`src/sv/psu_pkg.sv`:
```
// ----------------------------------------------------------------------------
// psu_pkg
// Shared types, constants and helpers for the PDF string unescape block.
// ----------------------------------------------------------------------------
`default_nettype none

package psu_pkg;

  // Emitted byte counter width; the limit is clipped to 2^LENGTH_BITS - 1
  localparam int LENGTH_BITS = 16;
  // Width used to compare the count against the limit
  localparam int CAP_W = (LENGTH_BITS > 16) ? LENGTH_BITS : 16;

  // Configuration register indexes
  localparam logic CFG_DECODE_MODE  = 1'b0;
  localparam logic CFG_OUTPUT_LIMIT = 1'b1;

  // Decode modes
  localparam logic MODE_LITERAL = 1'b0;
  localparam logic MODE_HEX     = 1'b1;

  // Escape phases
  localparam logic [1:0] PH_NORMAL = 2'd0;
  localparam logic [1:0] PH_ESCAPE = 2'd1;
  localparam logic [1:0] PH_OCTAL  = 2'd2;

  // Character codes
  localparam logic [7:0] CH_BACKSLASH = 8'h5C;
  localparam logic [7:0] CH_N         = 8'h6E;
  localparam logic [7:0] CH_R         = 8'h72;
  localparam logic [7:0] CH_T         = 8'h74;
  localparam logic [7:0] CH_LF        = 8'h0A;
  localparam logic [7:0] CH_CR        = 8'h0D;
  localparam logic [7:0] CH_TAB       = 8'h09;

  // One result item
  typedef struct packed {
    logic [7:0]  out_byte;
    logic        byte_valid;
    logic        string_end;
    logic        truncated;
    logic [15:0] decoded_length;
  } res_t;

  // Results of one decoded item going into the result buffer
  typedef struct packed {
    logic [1:0] n;
    res_t       r0;
    res_t       r1;
  } res_wr_t;

  // Octal digit test: '0' .. '7'
  function automatic logic is_octal(input logic [7:0] c);
    return (c[7:3] == 5'b00110);
  endfunction

  // Hex digit test and value: {valid, nibble}
  function automatic logic [4:0] hex_value(input logic [7:0] c);
    logic [4:0] r;
    r = 5'd0;
    if (c >= 8'h30 && c <= 8'h39) begin
      r = {1'b1, c[3:0]};
    end else if ((c >= 8'h61 && c <= 8'h66) || (c >= 8'h41 && c <= 8'h46)) begin
      r = {1'b1, c[3:0] + 4'd9};
    end
    return r;
  endfunction

endpackage

`default_nettype wire

```
`src/sv/psu_if.sv`:
```
// ----------------------------------------------------------------------------
// psu_if
// Valid/ready channels for raw string bytes and decoded result items.
// ----------------------------------------------------------------------------
`default_nettype none

interface psu_in_if;
  logic       valid;
  logic       ready;
  logic [7:0] in_byte;
  logic       last_byte;

  modport source (output valid, output in_byte, output last_byte, input ready);
  modport sink   (input valid, input in_byte, input last_byte, output ready);
endinterface

interface psu_out_if;
  logic        valid;
  logic        ready;
  logic [7:0]  out_byte;
  logic        byte_valid;
  logic        string_end;
  logic        truncated;
  logic [15:0] decoded_length;

  modport source (output valid, output out_byte, output byte_valid, output string_end,
                  output truncated, output decoded_length, input ready);
  modport sink   (input valid, input out_byte, input byte_valid, input string_end,
                  input truncated, input decoded_length, output ready);
endinterface

`default_nettype wire

```
`src/sv/psu_decode.sv`:
```
// ----------------------------------------------------------------------------
// psu_decode
// Escape and hex decoder: state registers plus single-pass decode logic.
// ----------------------------------------------------------------------------
`default_nettype none

module psu_decode
  import psu_pkg::*;
(
  input  wire logic        clk,
  input  wire logic        rst,
  input  wire logic        decode_mode,
  input  wire logic [15:0] output_limit,
  input  wire logic        item_full,
  input  wire logic [7:0]  item_byte,
  input  wire logic        item_last,
  input  wire logic [1:0]  space,
  output logic             fire,
  output res_wr_t          wr
);

  logic [1:0]             escape_phase, escape_phase_next;
  logic [8:0]             octal_accum, octal_accum_next;
  logic [1:0]             octal_digits, octal_digits_next;
  logic [3:0]             high_nibble, high_nibble_next;
  logic                   nibble_pending, nibble_pending_next;
  logic [LENGTH_BITS-1:0] emitted_count, emitted_count_next;
  logic                   overflow_seen, overflow_seen_next;

  logic       c0v, c1v;
  logic [7:0] c0b, c1b;
  logic [4:0] hv;
  logic [8:0] acc_grow;
  logic [1:0] dig_grow;
  logic [CAP_W-1:0] lim_w, max_w, cap, cnt_w, cnt0_w, cnt1_w;
  logic       ok0, ok1, ovf0, ovf1;
  logic [1:0] nres;

  // Candidate bytes and next escape / nibble state
  always_comb begin
    c0v = 1'b0;
    c0b = 8'd0;
    c1v = 1'b0;
    c1b = 8'd0;
    escape_phase_next   = escape_phase;
    octal_accum_next    = octal_accum;
    octal_digits_next   = octal_digits;
    high_nibble_next    = high_nibble;
    nibble_pending_next = nibble_pending;
    hv       = hex_value(item_byte);
    acc_grow = {octal_accum[5:0], item_byte[2:0]};
    dig_grow = octal_digits + 2'd1;
    if (decode_mode == MODE_HEX) begin
      if (hv[4]) begin
        if (!nibble_pending) begin
          high_nibble_next    = hv[3:0];
          nibble_pending_next = 1'b1;
          if (item_last) begin
            c0v = 1'b1;
            c0b = {hv[3:0], 4'd0};
            nibble_pending_next = 1'b0;
          end
        end else begin
          c0v = 1'b1;
          c0b = {high_nibble, hv[3:0]};
          nibble_pending_next = 1'b0;
        end
      end else if (item_last && nibble_pending) begin
        c0v = 1'b1;
        c0b = {high_nibble, 4'd0};
        nibble_pending_next = 1'b0;
      end
    end else begin
      case (escape_phase)
        PH_ESCAPE: begin
          escape_phase_next = PH_NORMAL;
          c0v = 1'b1;
          c0b = item_byte;
          if (item_byte == CH_N) begin
            c0b = CH_LF;
          end else if (item_byte == CH_R) begin
            c0b = CH_CR;
          end else if (item_byte == CH_T) begin
            c0b = CH_TAB;
          end else if (is_octal(item_byte)) begin
            octal_accum_next  = {6'd0, item_byte[2:0]};
            octal_digits_next = 2'd1;
            c0b = {5'd0, item_byte[2:0]};
            if (!item_last) begin
              c0v = 1'b0;
              escape_phase_next = PH_OCTAL;
            end
          end
        end
        PH_OCTAL: begin
          if (is_octal(item_byte) && octal_digits < 2'd3) begin
            octal_accum_next  = acc_grow;
            octal_digits_next = dig_grow;
            if (dig_grow == 2'd3 || item_last) begin
              c0v = 1'b1;
              c0b = acc_grow[7:0];
              escape_phase_next = PH_NORMAL;
            end
          end else begin
            // Cut escape: emit the value, then treat the byte as plain or as a new escape
            c0v = 1'b1;
            c0b = octal_accum[7:0];
            escape_phase_next = PH_NORMAL;
            if (item_byte == CH_BACKSLASH && !item_last) begin
              escape_phase_next = PH_ESCAPE;
            end else begin
              c1v = 1'b1;
              c1b = item_byte;
            end
          end
        end
        default: begin
          escape_phase_next = PH_NORMAL;
          if (item_byte == CH_BACKSLASH && !item_last) begin
            escape_phase_next = PH_ESCAPE;
          end else begin
            c0v = 1'b1;
            c0b = item_byte;
          end
        end
      endcase
    end
  end

  // Gate candidates against the output limit
  always_comb begin
    lim_w  = (output_limit == 16'd0) ? '0 : CAP_W'(output_limit - 16'd1);
    max_w  = CAP_W'((64'd1 << LENGTH_BITS) - 64'd1);
    cap    = (lim_w < max_w) ? lim_w : max_w;
    cnt_w  = CAP_W'(emitted_count);
    ok0    = c0v && (cnt_w < cap);
    ovf0   = overflow_seen | (c0v & ~ok0);
    cnt0_w = cnt_w + CAP_W'(ok0);
    ok1    = c1v && (cnt0_w < cap);
    ovf1   = ovf0 | (c1v & ~ok1);
    cnt1_w = cnt0_w + CAP_W'(ok1);
    emitted_count_next = LENGTH_BITS'(cnt1_w);
    overflow_seen_next = ovf1;
  end

  // Build result items
  always_comb begin
    wr.r0.out_byte       = c0b;
    wr.r0.byte_valid     = 1'b1;
    wr.r0.string_end     = 1'b0;
    wr.r0.truncated      = overflow_seen;
    wr.r0.decoded_length = cnt0_w[15:0];
    wr.r1.out_byte       = c1b;
    wr.r1.byte_valid     = 1'b1;
    wr.r1.string_end     = 1'b0;
    wr.r1.truncated      = ovf0;
    wr.r1.decoded_length = cnt1_w[15:0];
    nres = {1'b0, ok0} + {1'b0, ok1};
    if (item_last) begin
      if (!ok0) begin
        wr.r0.out_byte       = 8'd0;
        wr.r0.byte_valid     = 1'b0;
        wr.r0.string_end     = 1'b1;
        wr.r0.truncated      = ovf1;
        wr.r0.decoded_length = cnt_w[15:0];
        nres = 2'd1;
      end else if (!ok1) begin
        wr.r0.string_end = 1'b1;
        wr.r0.truncated  = ovf1;
      end else begin
        wr.r1.string_end = 1'b1;
        wr.r1.truncated  = ovf1;
      end
    end
    fire = item_full && (nres <= space);
    wr.n = fire ? nres : 2'd0;
  end

  // Advance decoder state when an item is decoded; clear at string end
  always_ff @(posedge clk) begin
    if (rst) begin
      escape_phase   <= PH_NORMAL;
      octal_accum    <= '0;
      octal_digits   <= '0;
      high_nibble    <= '0;
      nibble_pending <= 1'b0;
      emitted_count  <= '0;
      overflow_seen  <= 1'b0;
    end else if (fire) begin
      if (item_last) begin
        escape_phase   <= PH_NORMAL;
        octal_accum    <= '0;
        octal_digits   <= '0;
        high_nibble    <= '0;
        nibble_pending <= 1'b0;
        emitted_count  <= '0;
        overflow_seen  <= 1'b0;
      end else begin
        escape_phase   <= escape_phase_next;
        octal_accum    <= octal_accum_next;
        octal_digits   <= octal_digits_next;
        high_nibble    <= high_nibble_next;
        nibble_pending <= nibble_pending_next;
        emitted_count  <= emitted_count_next;
        overflow_seen  <= overflow_seen_next;
      end
    end
  end

endmodule

`default_nettype wire

```
`src/sv/psu_res_buf.sv`:
```
// ----------------------------------------------------------------------------
// psu_res_buf
// Two-entry result buffer: takes up to two items a cycle as space allows, hands out one while ready.
// ----------------------------------------------------------------------------
`default_nettype none

module psu_res_buf
  import psu_pkg::*;
(
  input  wire logic    clk,
  input  wire logic    rst,
  input  wire res_wr_t wr,
  output logic [1:0]   space,
  psu_out_if.source    res_out
);

  res_t       head, tail;
  logic [1:0] count, count_next;
  logic       pop;
  logic [1:0] rem_cnt;
  res_t       rem0, head_next, tail_next;

  // Compact what remains after a pop, then append new items
  always_comb begin
    pop     = res_out.valid && res_out.ready;
    rem_cnt = count - {1'b0, pop};
    rem0    = pop ? tail : head;
    space   = 2'd2 - rem_cnt;
    head_next = (rem_cnt == 2'd0) ? wr.r0 : rem0;
    case (rem_cnt)
      2'd0:    tail_next = wr.r1;
      2'd1:    tail_next = wr.r0;
      default: tail_next = tail;
    endcase
    count_next = rem_cnt + wr.n;
  end

  // Hold count; payload needs no reset
  always_ff @(posedge clk) begin
    if (rst) begin
      count <= 2'd0;
    end else begin
      count <= count_next;
    end
  end

  always_ff @(posedge clk) begin
    head <= head_next;
    tail <= tail_next;
  end

  assign res_out.valid          = (count != 2'd0);
  assign res_out.out_byte       = head.out_byte;
  assign res_out.byte_valid     = head.byte_valid;
  assign res_out.string_end     = head.string_end;
  assign res_out.truncated      = head.truncated;
  assign res_out.decoded_length = head.decoded_length;

endmodule

`default_nettype wire

```
`src/sv/pdf_string_unescape.sv`:
```
// ----------------------------------------------------------------------------
// pdf_string_unescape
// PDF string body decoder: literal escapes or hex pairs, with output limit.
// ----------------------------------------------------------------------------
//  channel    dir  carries
//  byte_in    in   in_byte, last_byte (one raw body byte per item)
//  byte_out   out  out_byte, byte_valid, string_end, truncated, decoded_length
//  cfg_*      in   write-only registers: 0 decode_mode, 1 output_limit
//
//  One item per cycle while results drain: an input register feeds a single-pass
//  decoder that writes zero, one or two results into a two-entry result buffer.
//  An item waits in the input register until the buffer has free entries for
//  all its results, so input holds while it waits. Items pass through the
//  input register and the result buffer registers. Synchronous reset clears
//  the decoder state, the buffer and restores decode_mode 0, limit 256.
// ----------------------------------------------------------------------------
`default_nettype none

module pdf_string_unescape
  import psu_pkg::*;
(
  input  wire logic        clk,
  input  wire logic        rst,
  input  wire logic        cfg_write,
  input  wire logic        cfg_index,
  input  wire logic [15:0] cfg_data,
  psu_in_if.sink           byte_in,
  psu_out_if.source        byte_out
);

  logic        decode_mode;
  logic [15:0] output_limit;
  logic        item_full;
  logic [7:0]  item_byte;
  logic        item_last;
  logic        fire;
  logic [1:0]  space;
  res_wr_t     wr;

  // Configuration registers
  always_ff @(posedge clk) begin
    if (rst) begin
      decode_mode  <= MODE_LITERAL;
      output_limit <= 16'd256;
    end else if (cfg_write) begin
      case (cfg_index)
        CFG_DECODE_MODE:  decode_mode  <= cfg_data[0];
        CFG_OUTPUT_LIMIT: output_limit <= cfg_data;
        default:          decode_mode  <= decode_mode;
      endcase
    end
  end

  // Input register: load on accept, drop once decoded
  assign byte_in.ready = !item_full || fire;

  always_ff @(posedge clk) begin
    if (rst) begin
      item_full <= 1'b0;
    end else if (byte_in.valid && byte_in.ready) begin
      item_full <= 1'b1;
    end else if (fire) begin
      item_full <= 1'b0;
    end
  end

  always_ff @(posedge clk) begin
    if (byte_in.valid && byte_in.ready) begin
      item_byte <= byte_in.in_byte;
      item_last <= byte_in.last_byte;
    end
  end

  psu_decode u_decode (
    .clk          (clk),
    .rst          (rst),
    .decode_mode  (decode_mode),
    .output_limit (output_limit),
    .item_full    (item_full),
    .item_byte    (item_byte),
    .item_last    (item_last),
    .space        (space),
    .fire         (fire),
    .wr           (wr)
  );

  psu_res_buf u_res_buf (
    .clk     (clk),
    .rst     (rst),
    .wr      (wr),
    .space   (space),
    .res_out (byte_out)
  );

endmodule

`default_nettype wire
```
`src/flat_wrapper.sv`:
```
// flat-port wrapper written by rule: the top's interface ports become plain ports
module pdf_string_unescape_flat import psu_pkg::*;
  (clk, rst, cfg_write, cfg_index, cfg_data, byte_in_valid, byte_in_in_byte, byte_in_last_byte, byte_in_ready, byte_out_valid, byte_out_out_byte, byte_out_byte_valid, byte_out_string_end, byte_out_truncated, byte_out_decoded_length, byte_out_ready);
  psu_in_if byte_in_i ();
  psu_out_if byte_out_i ();
  input  wire logic clk;
  input  wire logic rst;
  input  wire logic cfg_write;
  input  wire logic cfg_index;
  input  wire logic [15:0] cfg_data;
  input wire logic [$bits(byte_in_i.valid)-1:0] byte_in_valid;
  input wire logic [$bits(byte_in_i.in_byte)-1:0] byte_in_in_byte;
  input wire logic [$bits(byte_in_i.last_byte)-1:0] byte_in_last_byte;
  output wire logic [$bits(byte_in_i.ready)-1:0] byte_in_ready;
  output wire logic [$bits(byte_out_i.valid)-1:0] byte_out_valid;
  output wire logic [$bits(byte_out_i.out_byte)-1:0] byte_out_out_byte;
  output wire logic [$bits(byte_out_i.byte_valid)-1:0] byte_out_byte_valid;
  output wire logic [$bits(byte_out_i.string_end)-1:0] byte_out_string_end;
  output wire logic [$bits(byte_out_i.truncated)-1:0] byte_out_truncated;
  output wire logic [$bits(byte_out_i.decoded_length)-1:0] byte_out_decoded_length;
  input wire logic [$bits(byte_out_i.ready)-1:0] byte_out_ready;
  assign byte_in_i.valid = byte_in_valid;
  assign byte_in_i.in_byte = byte_in_in_byte;
  assign byte_in_i.last_byte = byte_in_last_byte;
  assign byte_in_ready = byte_in_i.ready;
  assign byte_out_valid = byte_out_i.valid;
  assign byte_out_out_byte = byte_out_i.out_byte;
  assign byte_out_byte_valid = byte_out_i.byte_valid;
  assign byte_out_string_end = byte_out_i.string_end;
  assign byte_out_truncated = byte_out_i.truncated;
  assign byte_out_decoded_length = byte_out_i.decoded_length;
  assign byte_out_i.ready = byte_out_ready;
  pdf_string_unescape u_core (.clk(clk), .rst(rst), .cfg_write(cfg_write), .cfg_index(cfg_index), .cfg_data(cfg_data), .byte_in(byte_in_i), .byte_out(byte_out_i));
endmodule
```
`config.mk`:
```
export PLATFORM = sky130hd
export DESIGN_NAME = pdf_string_unescape_flat
export DESIGN_NICKNAME = d
export VERILOG_FILES = /design/src/sv/psu_pkg.sv /design/src/sv/psu_if.sv /design/src/sv/psu_decode.sv /design/src/sv/psu_res_buf.sv /design/src/sv/pdf_string_unescape.sv /design/src/flat_wrapper.sv
export SDC_FILE = /design/constraint.sdc
export NUM_CORES = 1
export LEC_CHECK = 0
export ABC_AREA = 1
export BUFFER_PORTS_ARGS = -buffer_cell sky130_fd_sc_hd__buf_2
export CORE_MARGIN = 10
export CORE_UTILIZATION = 55
export CTS_CLUSTER_DIAMETER = 120
export DETAILED_ROUTE_END_ITERATION = 6
export MAX_ROUTING_LAYER = met4
export PLACE_DENSITY = 0.76
export SLEW_MARGIN = 0
export SYNTH_ARGS = -nofsm -noshare
export SYNTH_HDL_FRONTEND = slang
export SYNTH_SLANG_ARGS = --single-unit
export TNS_END_PERCENT = 5
```
`constraint.sdc`:
```
create_clock -name clk -period 7.4 [get_ports clk]
set_clock_uncertainty 0.1 [all_clocks]
set_input_delay 0.37 -clock clk [delete_from_list [all_inputs] [get_ports clk]]
set_output_delay 0.37 -clock clk [all_outputs]
set_load 0.03 [all_outputs]
```
After elaboration in Yosys (flattened, before gate mapping). Index checks and enable logic that the tools add are counted.

Add/subtract/negate cells: 9. $lt $le $gt $ge: 11. Eq/ne operators: 17. Muxes and demuxes: 89. Bitwise logic cells: 7. Reduce and logical (&&, ||, !) cells: 32.

Operator list (number): two-way mux 8 bit (22); two-way mux 27 bit (3); two-way mux 16 bit (4); case mux 27 bit (2 select lines) (1); two-way mux 2 bit (23); adder 16 x 1 -> 16 bit (2); equality test 8 x 7 -> 1 bit, second input constant (4); less-than comparator 16 bit (2); case mux 8 bit (2 select lines) (2); two-way mux 1 bit (24); greater-or-equal comparator 8 x 7 -> 1 bit, second input constant (2); less-or-equal comparator 8 x 7 -> 1 bit, second input constant (2); logical NOT 16 bit (1); less-than comparator 16 bit, second input constant (1); two-way mux 4 bit (4); subtractor 16 x 1 -> 16 bit, second input constant (1); inequality test 3 x 2 -> 1 bit, second input constant (5); nonzero test 2 bit (6); logical AND 1 bit (11); two-way mux 5 bit (2); two-way mux 9 bit (1); greater-or-equal comparator 8 x 6 -> 1 bit, second input constant (1); less-or-equal comparator 8 x 6 -> 1 bit, second input constant (1); case mux 2 bit (2 select lines) (2); other kinds (26) (38).

Register bits after elaboration: 117. Input port bits: 31. Output and inout bits: 29. Word-level logic and storage cells: 188.

Longest topological paths before layout. Gate-level depths: netlist of run 1.

Word-level depth: 19. Depth in mapped cells: 48. Gate-level depth less buffers: 46.

Hierarchy. Synthesis of run 1 repeated with hierarchy kept, for this count alone.

Cells, all modules: 1048. Area, all modules: 7802.5 um^2.

Modules (own cells, without submodules): psu_decode (times used 1, cells each 706, area an instance 4356.7 um^2, sequential area each 680.7 um^2); psu_res_buf (times used 1, cells each 250, area an instance 2506.2 um^2, sequential area each 1661.6 um^2); pdf_string_unescape (times used 1, cells each 92, area an instance 939.7 um^2, sequential area each 630.6 um^2).

Worst setup path before layout of run 1. No wires, ideal clock.

Kind: register to register. Start: register u_core.output_limit[0]. End: register u_core.u_res_buf.count[1]. Setup time: 0.115 ns. Data arrival time: 6.649 ns. Required time: 7.185 ns. Path slack: 0.537 ns. Cell stages (with the launch flop): 44. Buffers on the path: 3. Period minus slack after synthesis: 6.863 ns. Path through: dfxtp_1 -> inv_1 -> ha_1 -> nand2_1 -> nor3_1 -> inv_1 -> nor3_1 -> nand3_1 -> o21ai_0 -> inv_1 -> ha_1 -> nand4_1 -> o221a_2 -> nand3_4 -> buf_4 -> inv_1 -> ha_1 -> ha_1 -> [8 not listed] -> nor2_1 -> a211oi_1 -> o221a_2 -> nand3_1 -> inv_1 -> ha_1 -> o21ai_0 -> ha_1 -> nand2_1 -> o21ai_0 -> nand2_1 -> clkbuf_1 -> clkbuf_8 -> nor2_1 -> ha_1 -> xor2_1 -> xnor2_1 -> nor2_1.

Word-level cells in the longest chain between the ends: 16. Elaborated cells between the ends (all ways): 17. Those cells by class: 4 x add/sub; 4 x order compare; 5 x mux; 4 x reduce/logical.

Ends and longest elaborated chain: start, declared (RTL line pdf_string_unescape.sv:32) `logic [15:0] output_limit;`; start signal, assigned (RTL line pdf_string_unescape.sv:48) `CFG_OUTPUT_LIMIT: output_limit <= cfg_data;`; subtractor 16 x 1 -> 16 bit or logical NOT 16 bit (tied branches) (RTL line psu_decode.sv:132) `lim_w = (output_limit == 16'd0) ? '0 : CAP_W'(output_limit - 16'd1);`; two-way mux 16 bit (*) (RTL line psu_decode.sv:132); less-than comparator 16 bit (RTL line psu_decode.sv:134) `cap = (lim_w < max_w) ? lim_w : max_w;`; two-way mux 16 bit (*) (RTL line psu_decode.sv:134); less-than comparator 16 bit (RTL line psu_decode.sv:136) `ok0 = c0v && (cnt_w < cap);`; logical AND 1 bit (RTL line psu_decode.sv:136); adder 16 x 1 -> 16 bit (RTL line psu_decode.sv:138) `cnt0_w = cnt_w + CAP_W'(ok0);`; less-than comparator 16 bit (RTL line psu_decode.sv:139) `ok1 = c1v && (cnt0_w < cap);`; logical AND 1 bit (RTL line psu_decode.sv:139); adder 1 x 1 -> 2 bit (RTL line psu_decode.sv:158) `nres = {1'b0, ok0} + {1'b0, ok1};`; two-way mux 2 bit (RTL line psu_decode.sv:160) `if (!ok0) begin`; two-way mux 2 bit (*) (RTL line psu_decode.sv:159) `if (item_last) begin`; less-or-equal comparator 2 bit (RTL line psu_decode.sv:175) `fire = item_full && (nres <= space);`; logical AND 1 bit (RTL line psu_decode.sv:175); two-way mux 2 bit (*) (RTL line psu_decode.sv:176) `wr.n = fire ? nres : 2'd0;`; adder 2 bit (*) (RTL line psu_res_buf.sv:35) `count_next = rem_cnt + wr.n;`; end signal, assigned (RTL line psu_res_buf.sv:43) `count <= count_next;`; end, declared (RTL line psu_res_buf.sv:18) `logic [1:0] count, count_next;`.

Every way passes the cells marked *; elsewhere a longest branch is shown, timed or not. A chain may end at the register's enable or synchronous reset.

Final worst setup path of run 1.
Start: register u_core.output_limit[0]. End: output port byte_in_ready.

Word-level cells in the longest chain between the ends: 15. Elaborated cells between the ends (all ways): 16. Those cells by class: 3 x add/sub; 4 x order compare; 4 x mux; 5 x reduce/logical.

Ends and longest elaborated chain: subtractor 16 x 1 -> 16 bit or logical NOT 16 bit (tied branches) (RTL line psu_decode.sv:132); two-way mux 16 bit (*) (RTL line psu_decode.sv:132); less-than comparator 16 bit (RTL line psu_decode.sv:134); two-way mux 16 bit (*) (RTL line psu_decode.sv:134); less-than comparator 16 bit (RTL line psu_decode.sv:136); logical AND 1 bit (RTL line psu_decode.sv:136); adder 16 x 1 -> 16 bit (RTL line psu_decode.sv:138); less-than comparator 16 bit (RTL line psu_decode.sv:139); logical AND 1 bit (RTL line psu_decode.sv:139); adder 1 x 1 -> 2 bit (RTL line psu_decode.sv:158); two-way mux 2 bit (RTL line psu_decode.sv:160); two-way mux 2 bit (*) (RTL line psu_decode.sv:159); less-or-equal comparator 2 bit (*) (RTL line psu_decode.sv:175); logical AND 1 bit (*) (RTL line psu_decode.sv:175); logical OR 1 bit (*) (RTL line pdf_string_unescape.sv:55) `assign byte_in.ready = !item_full || fire;`; end, declared (RTL line flat_wrapper.sv:14) `output wire logic [$bits(byte_in_i.ready)-1:0] byte_in_ready;`.

Marked as above.

==> metrics.md, run 1 <==
| Metric | Value |
|---|---|
| Post-layout min period | 6.78 ns |
| Total Routed Length | 19.7 mm |
| Worst EP required | 6.93 ns |
| First-pass GRT wire length | 33.0 mm |
| Crit-path max FO | 6 |
| Reg power frac | 0.321 |
| Post-Syn Area | 0.00782 mm^2 |
| Die width | 139 um |
| Clock-pin slew on the worst setup and hold paths | 0.06 ns |
| CTS Buf Count | 17 |
| H-tree depth | 4 |
| CTS max path bufs | 2 |
| First-pass DRT Iterations | 6 |
| GRT Overall Usage | 0.208 |
| Setup violators final | 0 |
| Hold slack | 0.0183 ns |
| FF+latch count, synth | 117 |
| Crit-path slowest cell | ha_1 |
| Clock share of power | 0.265 |
| Top_reg_cell synth | edfxtp_1 |
| Worst Path Buf+Inv | 5 |
| Clk Latency, worst-skew pair | 0.43 ns |
| Fraction of layout cells with a size suffix above 1 | 0.161 |
| Die H | 139 um |
| Initial core utilization | 0.563 |
| Async S/R FF share, synth | 0 |
| Critical Path AT | 6.31 ns |
| Vias per cell | 5.58 |
| Synth area leader | edfxtp_1 |
| Yosys warnings | 0 |
| Pre-CTS WS | 0.152 ns |
| WS Path Type | register to output port |
| I/O pins | 60 |
| Comb power frac | 0.414 |
| Number of diodes | 0 |
| Clock Tree Root | clkbuf_16 |
| Vias | 7,118 |
| Synthesized net count | 1,106 |
| Die footprint | 0.0194 mm^2 |
| Area Growth Syn to Fin | 14.2% |
| Synth top area share | 0.242 |
| Synth Instances | 1,026 |
| Leak Pwr | 3.93 nW |
| Power per standard cell area | 364 mW/mm^2 |
| Antenna Violating Nets Remaining | 0 |
| DP Area | 0.00818 mm^2 |
| Number of synthesized flops with an enable pin | 63 |
| Ranking of synthesized cells by area | edfxtp_1, dfxtp_1, nand2_1 |
| Max-cap violations | 0 |
| Final Hold Fails | 0 |
| Final WS setup | 0.618 ns |
| Final-report max-slew violation count | 0 |
| Most used cell, CP | ha_1 |
| Vias in the first global route | 6,513 |
| Worst path max stage delay | 0.32 ns |
| CP Capture Type | output port |
| Drt drc | 0 |
| CP startpoint kind | register |
| Core Area | 0.0139 mm^2 |
| Final Util | 0.644 |
| Run status | finished clean |
| Hold Crit Class | primary input to register |
| Slew headroom | 0.225 |
| Hpwl dp | 14.7 mm |
| Synth Area per Inst | 7.62 um^2 |
| Critical path's top delay family | simple AND/OR/NAND/NOR gates |
| PnR Total Power | 3.26 mW |
| Sequential-to-total area share from yosys stat | 0.380 |
| Sw frac | 0.416 |
| Sw power | 1.35 mW |
| Post-route design area | 0.00893 mm^2 |
| Synth cell count leaders | nand2_1, nand3_1, nor2_1 |
| Nets@finish | 1,163 |
| Max Fclk | 147 MHz |
| Least-Margin Pin Slew | 1.16 ns |
| Core Rows | 43 |
| Clk sinks | 117 |
| CTS tree | yes |
| Period utilization | 0.916 |
| Initial antenna violation count | 0 |
| Port bufs | 59 |
| GPL Wtd Cong | 1.04 |
| Starting DRT DRC Count | 758 |
| Maximum vdd ir drop | 0.176 mV |
| Total grt overflow | 0 |
| Most common cell in the netlist | nand2_1 |
| P_int | 1.90 mW |
| Largest net degree at the start of global routing | 37 |
| Routed WL per cell | 15.4 um |
| Netlist cell types | 54 |
## worst register-to-register path, delay by kind of cell, from the launching register on
family | cells | cell delay (ns)
compound gates | 8 | 1.31
buf+inv | 4 | 0.59
xor+xnor | 3 | 0.53
simple gates | 18 | 2.20
fa+ha+maj | 7 | 1.58
flops | 1 | 0.29
## per-layer routing
metal / part of all wire / vias up / track usage
li1: - / 3580 / -
met2: 0.42 / 315 / 0.294
met3: 0.083 / 25 / 0.0422
met1: 0.48 / 3198 / 0.293
met5: 0 / - / -
met4: 0.013 / 0 / 0.0637
## path summary, 6_finish.rpt
check	from	end	slack, ns	cells after the start
worst max register to register	u_core.output_limit[0]	u_core.u_res_buf.count[1]	0.66	40
worst min-delay path	byte_in_in_byte[3]	u_core.item_byte[3]	0.02	1
worst max-delay path	u_core.output_limit[0]	byte_in_ready	0.62	35
worst min register to register	u_core.u_decode.octal_accum[7]	u_core.u_decode.octal_accum[7]	0.37	2
## power by group through the flow
stage,clock [mW],sequential (mW),combinational [mW]
floorplan,0,1.18,0.845
global placement,0,1.05,1.25
detailed placement,0,1.06,1.28
CTS,0.869,1.05,1.29
global route,0.897,1.06,1.51
finish,0.863,1.05,1.35
## what timing repair did
action | 4_1_cts | 5_1_grt
hold buffers | 1 | 0
endpoints found under the hold margin | 1 | 0
buffers inserted | 0 | 8
setup endpoints to repair | 0 | 54
resized for setup | 0 | 16
## logic make-up (layout without fill, tap and decap cells)
kind of cell	count (synthesis)	count (layout)	synth area share
AOI/OAI and AO/OA	156	156	0.113
xor gates and xnor gates	27	27	0.0379
adders and majority gates	49	49	0.0784
buffers and inverters	134	204	0.0743
DFF	117	117	0.380
muxes	1	1	0.00128
and+or+nand+nor	542	542	0.314
## final cells by class
cell class / count / area (um^2)
clock buffers: 20 / 467
clock inverters: 12 / 151
fillers: 1184 / 4950
inverters: 99 / 385
multi-input cells: 775 / 4320
flip-flops and latches: 117 / 2970
well taps: 180 / 225
repair buffers: 73 / 413
## state kept, by name, indices dropped and copies added, names as in the netlist, 4 cells and up
name	flops
u_core.u_res_buf.tail	27
u_core.output_limit	16
u_core.u_decode.cnt_w	16
u_core.u_res_buf.res_out.decoded_length	16
u_core.item_byte	8
u_core.u_decode.octal_accum	8
u_core.u_res_buf.res_out.out_byte	8
u_core.u_decode.high_nibble	4
## cells in the final DEF (no fill, tap or decap), types with 3 or more instances in the layout
cell	netlist	final
xnor2_1	6	6
a21oi_2	5	5
edfxtp_1	63	63
clkbuf_8	3	3
clkinv_1	4	6
nor3_2	4	6
buf_2	6	58
nor2_2	5	6
o21ai_0	53	51
a211oi_1	7	7
ha_1	49	49
nand3b_1	6	6
nand3_1	106	106
dfxtp_1	54	54
nor3_1	14	12
xor2_1	16	14
o21bai_1	3	3
a21oi_1	58	58
nor2_1	89	88
inv_1	79	78
nor2_4	7	7
inv_2	15	16
clkbuf_16	0	17
o21ai_1	10	12
buf_4	1	12
bufinv_16	0	3
xor2_2	3	5
nand3_4	3	3
nand4_1	15	15
nor4_1	4	3
or2_2	3	3
nand2_1	271	269
o211ai_1	6	6
nand2_2	9	10
clkinvlp_4	0	3
## through the flow
step | instances | setup TNS [ns]
floorplan | 1026 | 0
global placement | 1235 | 0
detailed placement | 1235 | 0
CTS | 1268 | 0
global route | 1276 | -0.0194
finish | 1276 | 0
Power figures use the tool's default switching activity.
==> inputs of run 2 (changes only) <==
--- a/config.mk
+++ b/config.mk
@@ -7,7 +7,7 @@
 export LEC_CHECK = 0
 export ABC_AREA = 1
 export BUFFER_PORTS_ARGS = -buffer_cell sky130_fd_sc_hd__buf_2
-export CORE_MARGIN = 10
+export CORE_MARGIN = 4
 export CORE_UTILIZATION = 55
 export CTS_CLUSTER_DIAMETER = 120
 export DETAILED_ROUTE_END_ITERATION = 6
==> constraint.sdc (replaced) <==
create_clock -name clk -period 5.65 [get_ports clk]
set_clock_uncertainty 0.1 [all_clocks]
set_input_delay 0.2825 -clock clk [delete_from_list [all_inputs] [get_ports clk]]
set_output_delay 0.2825 -clock clk [all_outputs]
set_load 0.03 [all_outputs]
==> run 2 against run 1 <==
  * The run now ends with setup timing left
  * Flip-flop and latch count unchanged
  * Sequential power increased by 28%
  * First-iteration DRC count decreased by 13%
  * Cell area increased by 18%
  * Worst hold slack got worse by 0.015 ns
  * Register-to-register slack got worse by 1.5 ns
  * Via count increased by 11%
  * Core utilization increased by 12 points
  * Die area decreased by 16%
  * Critical path type unchanged
  * Critical endpoint unchanged
  * Largest power group unchanged
  * Highest routed layer unchanged
==> metrics.md, run 2 (synthesized netlist as in run 1, its figures left out) <==
| Metric | Value |
|---|---|
| Run status | complete, but fails checks (was finished clean) |
| Failing checks | setup timing |
| Initial antenna violation count | 0 (unchanged) |
| Post-layout min period | 6.50 ns |
| Critical Path AT | 6.11 ns (was 6.31 ns) |
| Critical Path Start | u_core.output_limit[1] (was u_core.output_limit[0]) |
| Crit-path slowest cell | dfxtp_2 (was ha_1) |
| Clock-pin slew on the worst setup and hold paths | 0.06 ns (about the same) |
| GRT Overall Usage | 0.285 (was 0.208) |
| Setup violators final | 60 (was 0) |
| Vias | 7,920 (was 7,118) |
| Period utilization | 1.15 |
| Final-report max-slew violation count | 0 (unchanged) |
| WS Path Type | register to output port (unchanged) |
| CP Capture Type | output port (unchanged) |
| Total grt overflow | 0 (unchanged) |
| Hold Crit Class | primary input to register (unchanged) |
| Final Util | 0.760 (was 0.644) |
| Initial core utilization | 0.563 (unchanged) |
| Most common library cell in the layout ignoring fill and taps | nand2_1 (unchanged) |
| CP startpoint kind | register (unchanged) |
| Die footprint | 0.0162 mm^2 (was 0.0194 mm^2) |
| First-pass DRT Iterations | 6 (unchanged) |
| Total Routed Length | 22.2 mm (was 19.7 mm) |
| Final Hold Fails | 0 (unchanged) |
| Fraction of layout cells with a size suffix above 1 | 0.316 (was 0.161) |
| RSZ-0062 raised after global routing | true |
| FF-to-FF End | u_core.u_res_buf.count[1] (unchanged) |
| Worst R2R Setup Slack | -0.80 ns (was 0.66 ns) |
| Clk sinks | 117 (unchanged) |
| Setup TNS | -34.83 ns (was 0 ns) |
| Number of diodes | 0 (unchanged) |
| Port bufs | 59 (unchanged) |
| Die H | 127 um (was 139 um) |
| R2r worst-path depth | 40 (unchanged) |
| Most frequent cells in the layout | nand2_1, buf_4, nand3_1 (was nand2_1, nand3_1, nor2_1) |
| Worst EP required | 5.27 ns (was 6.93 ns) |
| Setup crit end | byte_in_ready (unchanged) |
| Hold slack | 0.00373 ns (was 0.0183 ns) |
| Nets@finish | 1,319 (was 1,163) |
| Largest reg by FF count | u_core.u_res_buf.tail (unchanged) |
| Starting DRT DRC Count | 663 (was 758) |
| Clk Latency, worst-skew pair | 0.43 ns (about the same) |
| Drt drc | 0 (unchanged) |
| Clock Tree Root | clkbuf_16 (unchanged) |
| H-tree depth | 4 (unchanged) |
| Leak Pwr | 4.71 nW (was 3.93 nW) |
| Vias in the first global route | 7,475 (was 6,513) |
| Routed WL per cell | 15.5 um (was 15.4 um) |
| Crit-path max FO | 3 (was 6) |
| FF-to-FF Start | u_core.output_limit[1] (was u_core.output_limit[0]) |
| PnR Total Power | 4.60 mW (was 3.26 mW) |
| Worst path max stage delay | 0.32 ns (about the same) |
| CTS Buf Count | 17 (unchanged) |
| Slew headroom | 0.285 (was 0.225) |
| Post-route design area | 0.0105 mm^2 (was 0.00893 mm^2) |
| Die width | 127 um (was 139 um) |
| Final WS setup | -0.846 ns (was 0.618 ns) |
| GPL Wtd Cong | 0.961 (was 1.04) |
| Max Fclk | 154 MHz |
| Maximum vdd ir drop | 0.239 mV (was 0.176 mV) |
| DP Area | 0.00934 mm^2 (was 0.00818 mm^2) |
| Number of fillers in the final layout | 1,004 (was 1,184) |
| Core Rows | 43 (unchanged) |
| Power per standard cell area | 436 mW/mm^2 (was 364 mW/mm^2) |
| Max-cap violations | 0 (unchanged) |
| First-pass GRT wire length | 36.5 mm (was 33.0 mm) |
| Antenna Violating Nets Remaining | 0 (unchanged) |
| I/O pins | 60 (unchanged) |
| Largest net degree at the start of global routing | 37 (unchanged) |
| Area of the multi-input gates | 0.00478 mm^2 (was 0.00432 mm^2) |
| Register area | 0.00298 mm^2 (was 0.00297 mm^2) |
| Vias per cell | 5.53 (was 5.58) |
| Max reg flops | 27 (unchanged) |
| Hpwl dp | 15.8 mm (was 14.7 mm) |
| CTS max path bufs | 2 (unchanged) |
| Core Area | 0.0139 mm^2 (unchanged) |
| Least-Margin Pin Slew | 1.07 ns (was 1.16 ns) |
| CTS tree | yes (unchanged) |
| Area Growth Syn to Fin | 34.9% (was 14.2%) |
-- run 2: cell count changes in the layout (fill, tap and decap cells not counted), moves of 10 or more --
cell     delta
ha_1       -17
o21ai_0    -10
ha_4       +15
nand2_1    -12
nor2_1     -10
buf_4     +145
-- run 2: metal layers --
layer  wire, um  up-vias  global-route usage
li1           -     3889                   -
met1       9930     3676               0.391
met2      10100      312               0.438
met3       1700       43              0.0493
met4        434        0              0.0839
met5          0        -                   -
-- run 2: area by class of cell --
class	count	share of cell area
inverters	99	0.0380
flip-flops and latches	117	0.283
clock inverters	14	0.00997
well taps	180	0.0214
repair buffers	229	0.154
multi-input cells	775	0.454
clock buffers	18	0.0407
-- run 2: per-stage QoR --
stage / worst slack, ns / instances
3_3_place_gp: -0.568 / 1371
4_1_cts: -0.548 / 1425
5_1_grt: -1.15 / 1432
2_1_floorplan: -0.734 / 1026
6_report: -0.846 / 1432
3_5_place_dp: -0.720 / 1371
-- run 2: power breakdown --
group	switching, mW	internal (mW)
Sequential	0.0787	1.26
Clock	0.419	0.562
Combinational	1.47	0.808
-- run 2: worst min-delay path by stage --
| stage | startpoint | to | slack [ns] | cells past startpoint |
|---|---|---|---|---|
| 2_1_floorplan | byte_in_in_byte[0] | u_core.item_byte[0] | 0.28 | 0 |
| 3_3_place_gp | u_core.u_decode.high_nibble[0] | u_core.u_decode.high_nibble[0] | 0.35 | 2 |
| 3_5_place_dp | u_core.u_decode.overflow_seen | u_core.u_decode.overflow_seen | 0.36 | 2 |
| 4_1_cts | cfg_data[11] | u_core.output_limit[11] | 0.007 | 3 |
| 5_1_grt | cfg_data[6] | u_core.output_limit[6] | 0.03 | 3 |
| 6_report | cfg_data[9] | u_core.output_limit[9] | 0.004 | 3 |
-- run 2: critical path: cells and delay by family, from the launching register on --
family / cells / cell delay, ns
and+or+nand+nor: 18 / 1.87
AOI/OAI and AO/OA: 5 / 1.24
xor gates and xnor gates: 2 / 0.30
buffers and inverters: 5 / 0.72
DFF: 1 / 0.32
adders and majority gates: 6 / 1.20
-- run 2: repair_timing --
action | 4_1_cts | 5_1_grt
cloned | 0 | 0
pin swaps | 36 | 36
hold endpoints to repair | 10 | 0
hold buffers | 10 | 0
setup buffers | 12 | 7
gates resized for setup | 61 | 41
endpoints found under the setup margin | 59 | 62
==> inputs of run 3 (changes only) <==
--- a/config.mk
+++ b/config.mk
@@ -6,13 +6,14 @@
 export NUM_CORES = 1
 export LEC_CHECK = 0
 export ABC_AREA = 1
-export BUFFER_PORTS_ARGS = -buffer_cell sky130_fd_sc_hd__buf_2
 export CORE_MARGIN = 4
-export CORE_UTILIZATION = 55
+export CORE_UTILIZATION = 59
 export CTS_CLUSTER_DIAMETER = 120
 export DETAILED_ROUTE_END_ITERATION = 6
+export DONT_BUFFER_PORTS = 1
 export MAX_ROUTING_LAYER = met4
-export PLACE_DENSITY = 0.76
+export PLACE_DENSITY = 0.77
+export SETUP_SLACK_MARGIN = 0.3
 export SLEW_MARGIN = 0
 export SYNTH_ARGS = -nofsm -noshare
 export SYNTH_HDL_FRONTEND = slang
==> run 3 against run 2 <==
  * The flow finishes with violations (hold timing, setup timing)
  * Routed wire length up 8.4%
  * Worst hold slack worse by 0.0040 ns
  * Critical path depth unchanged
  * Maximum frequency up 1.7%
==> metrics.md, run 3 (synthesized netlist as in run 1, its figures left out) <==
| Metric | Value |
|---|---|
| CP startpoint kind | register (unchanged) |
| Total grt overflow | 0 (unchanged) |
| P_int | 2.75 mW (was 2.63 mW) |
| Core Rows | 41 (was 43) |
| Port bufs | 0 (was 59) |
| Comb power frac | 0.452 (was 0.495) |
| Clk Latency, worst-skew pair | 0.43 ns (about the same) |
| Maximum vdd ir drop | 0.294 mV (was 0.239 mV) |
| Power per standard cell area | 449 mW/mm^2 (was 436 mW/mm^2) |
| I/O pins | 60 (unchanged) |
| Hpwl dp | 15.8 mm (about the same) |
| Clock share of power | 0.223 (was 0.213) |
| Setup TNS | -27.35 ns (was -34.83 ns) |
| Clk sinks | 117 (unchanged) |
| First-pass GRT wire length | 37.1 mm (was 36.5 mm) |
| Area Growth Syn to Fin | 36.5% (was 34.9%) |
| Hold slack | -0.000236 ns (was 0.00373 ns) |
| Drt drc | 0 (unchanged) |
| CTS max path bufs | 2 (unchanged) |
| Reg power frac | 0.326 (was 0.291) |
| Post-layout min period | 6.39 ns (was 6.50 ns) |
| Largest net degree at the start of global routing | 36 (was 37) |
| RSZ-0062 raised after global routing | true (unchanged) |
| Sw power | 2.04 mW (was 1.97 mW) |
| Crit-path slowest cell | dfxtp_1 (was dfxtp_2) |
| Critical Path AT | 6.00 ns (was 6.11 ns) |
| Most common library cell in the layout ignoring fill and taps | nand2_1 (unchanged) |
| Starting DRT DRC Count | 862 (was 663) |
| Final-report max-slew violation count | 0 (unchanged) |
| Initial core utilization | 0.612 (was 0.563) |
| Routed WL per cell | 17.1 um (was 15.5 um) |
| CTS tree | yes (unchanged) |
| GPL Wtd Cong | 0.950 (was 0.961) |
| H-tree depth | 4 (unchanged) |
| Number of diodes | 0 (unchanged) |
| CP Capture Type | output port (unchanged) |
| Clock Tree Root | clkbuf_16 (unchanged) |
| Run status | complete, but fails checks (unchanged) |
| Area of the multi-input gates | 0.00479 mm^2 (was 0.00478 mm^2) |
| Die width | 123 um (was 127 um) |
| WS Path Type | register to output port (unchanged) |
| Most used cell, CP | ha_4 |
| Leak Pwr | 4.65 nW (was 4.71 nW) |
| Final WS setup | -0.737 ns (was -0.846 ns) |
| Crit-path max FO | 4 (was 3) |
| Final Hold Fails | 1 (was 0) |
| Initial antenna violation count | 0 (unchanged) |
| Vias in the first global route | 7,659 (was 7,475) |
| Hold Crit Class | primary input to register (unchanged) |
| Period utilization | 1.13 (was 1.15) |
| Antenna Violating Nets Remaining | 0 (unchanged) |
| Worst EP required | 5.27 ns (about the same) |
| CTS Buf Count | 17 (unchanged) |
| Max Fclk | 157 MHz (was 154 MHz) |
| Core Area | 0.0128 mm^2 (was 0.0139 mm^2) |
| Die H | 123 um (was 127 um) |
| Total Routed Length | 24.0 mm (was 22.2 mm) |
| Vias per cell | 5.74 (was 5.53) |
| Vias | 8,049 (was 7,920) |
| Failing checks | hold timing, setup timing (was setup timing) |
| Number of fillers in the final layout | 748 (was 1,004) |
| Die footprint | 0.0152 mm^2 (was 0.0162 mm^2) |
| Largest reg by FF count | u_core.u_res_buf.tail (unchanged) |
| Sw frac | 0.426 (was 0.428) |
| Register area | 0.00298 mm^2 (about the same) |
| First-pass DRT Iterations | 7 (was 6) |
| Most frequent cells in the layout | nand2_1, buf_4, nand3_1 (unchanged) |
| Clock-pin slew on the worst setup and hold paths | 0.06 ns (about the same) |
| Max reg flops | 27 (unchanged) |
| Nets@finish | 1,298 (was 1,319) |
| Slew headroom | 0.212 (was 0.285) |
| Setup violators final | 61 (was 60) |
| Least-Margin Pin Slew | 1.18 ns (was 1.07 ns) |
| Fraction of layout cells with a size suffix above 1 | 0.293 (was 0.316) |
| Worst path max stage delay | 0.32 ns (about the same) |
| GRT Overall Usage | 0.319 (was 0.285) |
| Max-cap violations | 0 (unchanged) |
-- run 3: cell types whose count changed in the layout (fill, tap and decap cells not counted), sizes merged, moves of 2 or more --
| cell | change |
|---|---|
| buf | -39 |
| dlygate4sd3 | +18 |
| bufinv | +2 |
| clkinv | -2 |
| clkinvlp | +2 |
-- run 3: layer usage --
metal  up-vias  global-route usage  wire length (um)
met5         -                   -                 0
met4         0               0.102               687
met3        86              0.0554              1950
met2       421               0.503             11200
met1      3698               0.421             10200
li1       3844                   -                 -
-- run 3: final timing paths --
path	startpoint	endpoint	slack, ns	depth (start not counted)
min reg2reg	u_core.u_decode.overflow_seen	u_core.u_decode.overflow_seen	0.37	2
max	u_core.output_limit[1]	byte_in_ready	-0.74	36
max reg2reg	u_core.output_limit[1]	u_core.u_res_buf.res_out.truncated	-0.66	44
min	byte_in_valid	u_core.item_byte[3]	-0.0002	2
-- run 3: metrics by stage --
step	utilization	power [mW]	std cells	area (um^2)	setup slack, ns
global route	0.835	5.03	1403	10700	-0.988
CTS	0.811	4.55	1395	10400	-0.565
global placement	0.705	3.21	1299	9000	-0.543
detailed placement	0.705	3.27	1299	9000	-0.735
finish	0.835	4.79	1403	10700	-0.737
floorplan	-	2.71	1026	7960	-0.734
-- run 3: layout make-up --
class,count,share of cell area
clock buffer,17,0.0399
clock inverter,15,0.0145
inverter,99,0.0382
multi-input combinational,775,0.449
sequential,117,0.279
tap,172,0.0202
timing repair buffer,208,0.159
-- run 3: repair_timing --
item                       4_1_cts  5_1_grt
pin swaps                       39       31
hold buffers                    29        0
resized for setup               60       50
buffers inserted                35        8
hold endpoints to repair        61        0
setup endpoints to repair       62       67
-- run 3: critical path: cells and delay by family (launching register included) --
| family | cells | cell delay, ns |
|---|---|---|
| AND/OR/NAND/NOR | 14 | 1.46 |
| AO/OA/AOI/OAI | 7 | 1.41 |
| adder cells (fa/ha/maj) | 7 | 1.40 |
| buffers and inverters | 7 | 0.83 |
| flip-flops | 1 | 0.32 |
| XOR/XNOR | 1 | 0.16 |
-- run 3: power groups by stage --
stage	Combinational, mW	Sequential [mW]	Clock (mW)
2_1_floorplan	1.17	1.55	0
4_1_cts	1.92	1.56	1.07
3_3_place_gp	1.65	1.56	0
3_5_place_dp	1.69	1.58	0
6_report	2.16	1.56	1.07
5_1_grt	2.33	1.59	1.11
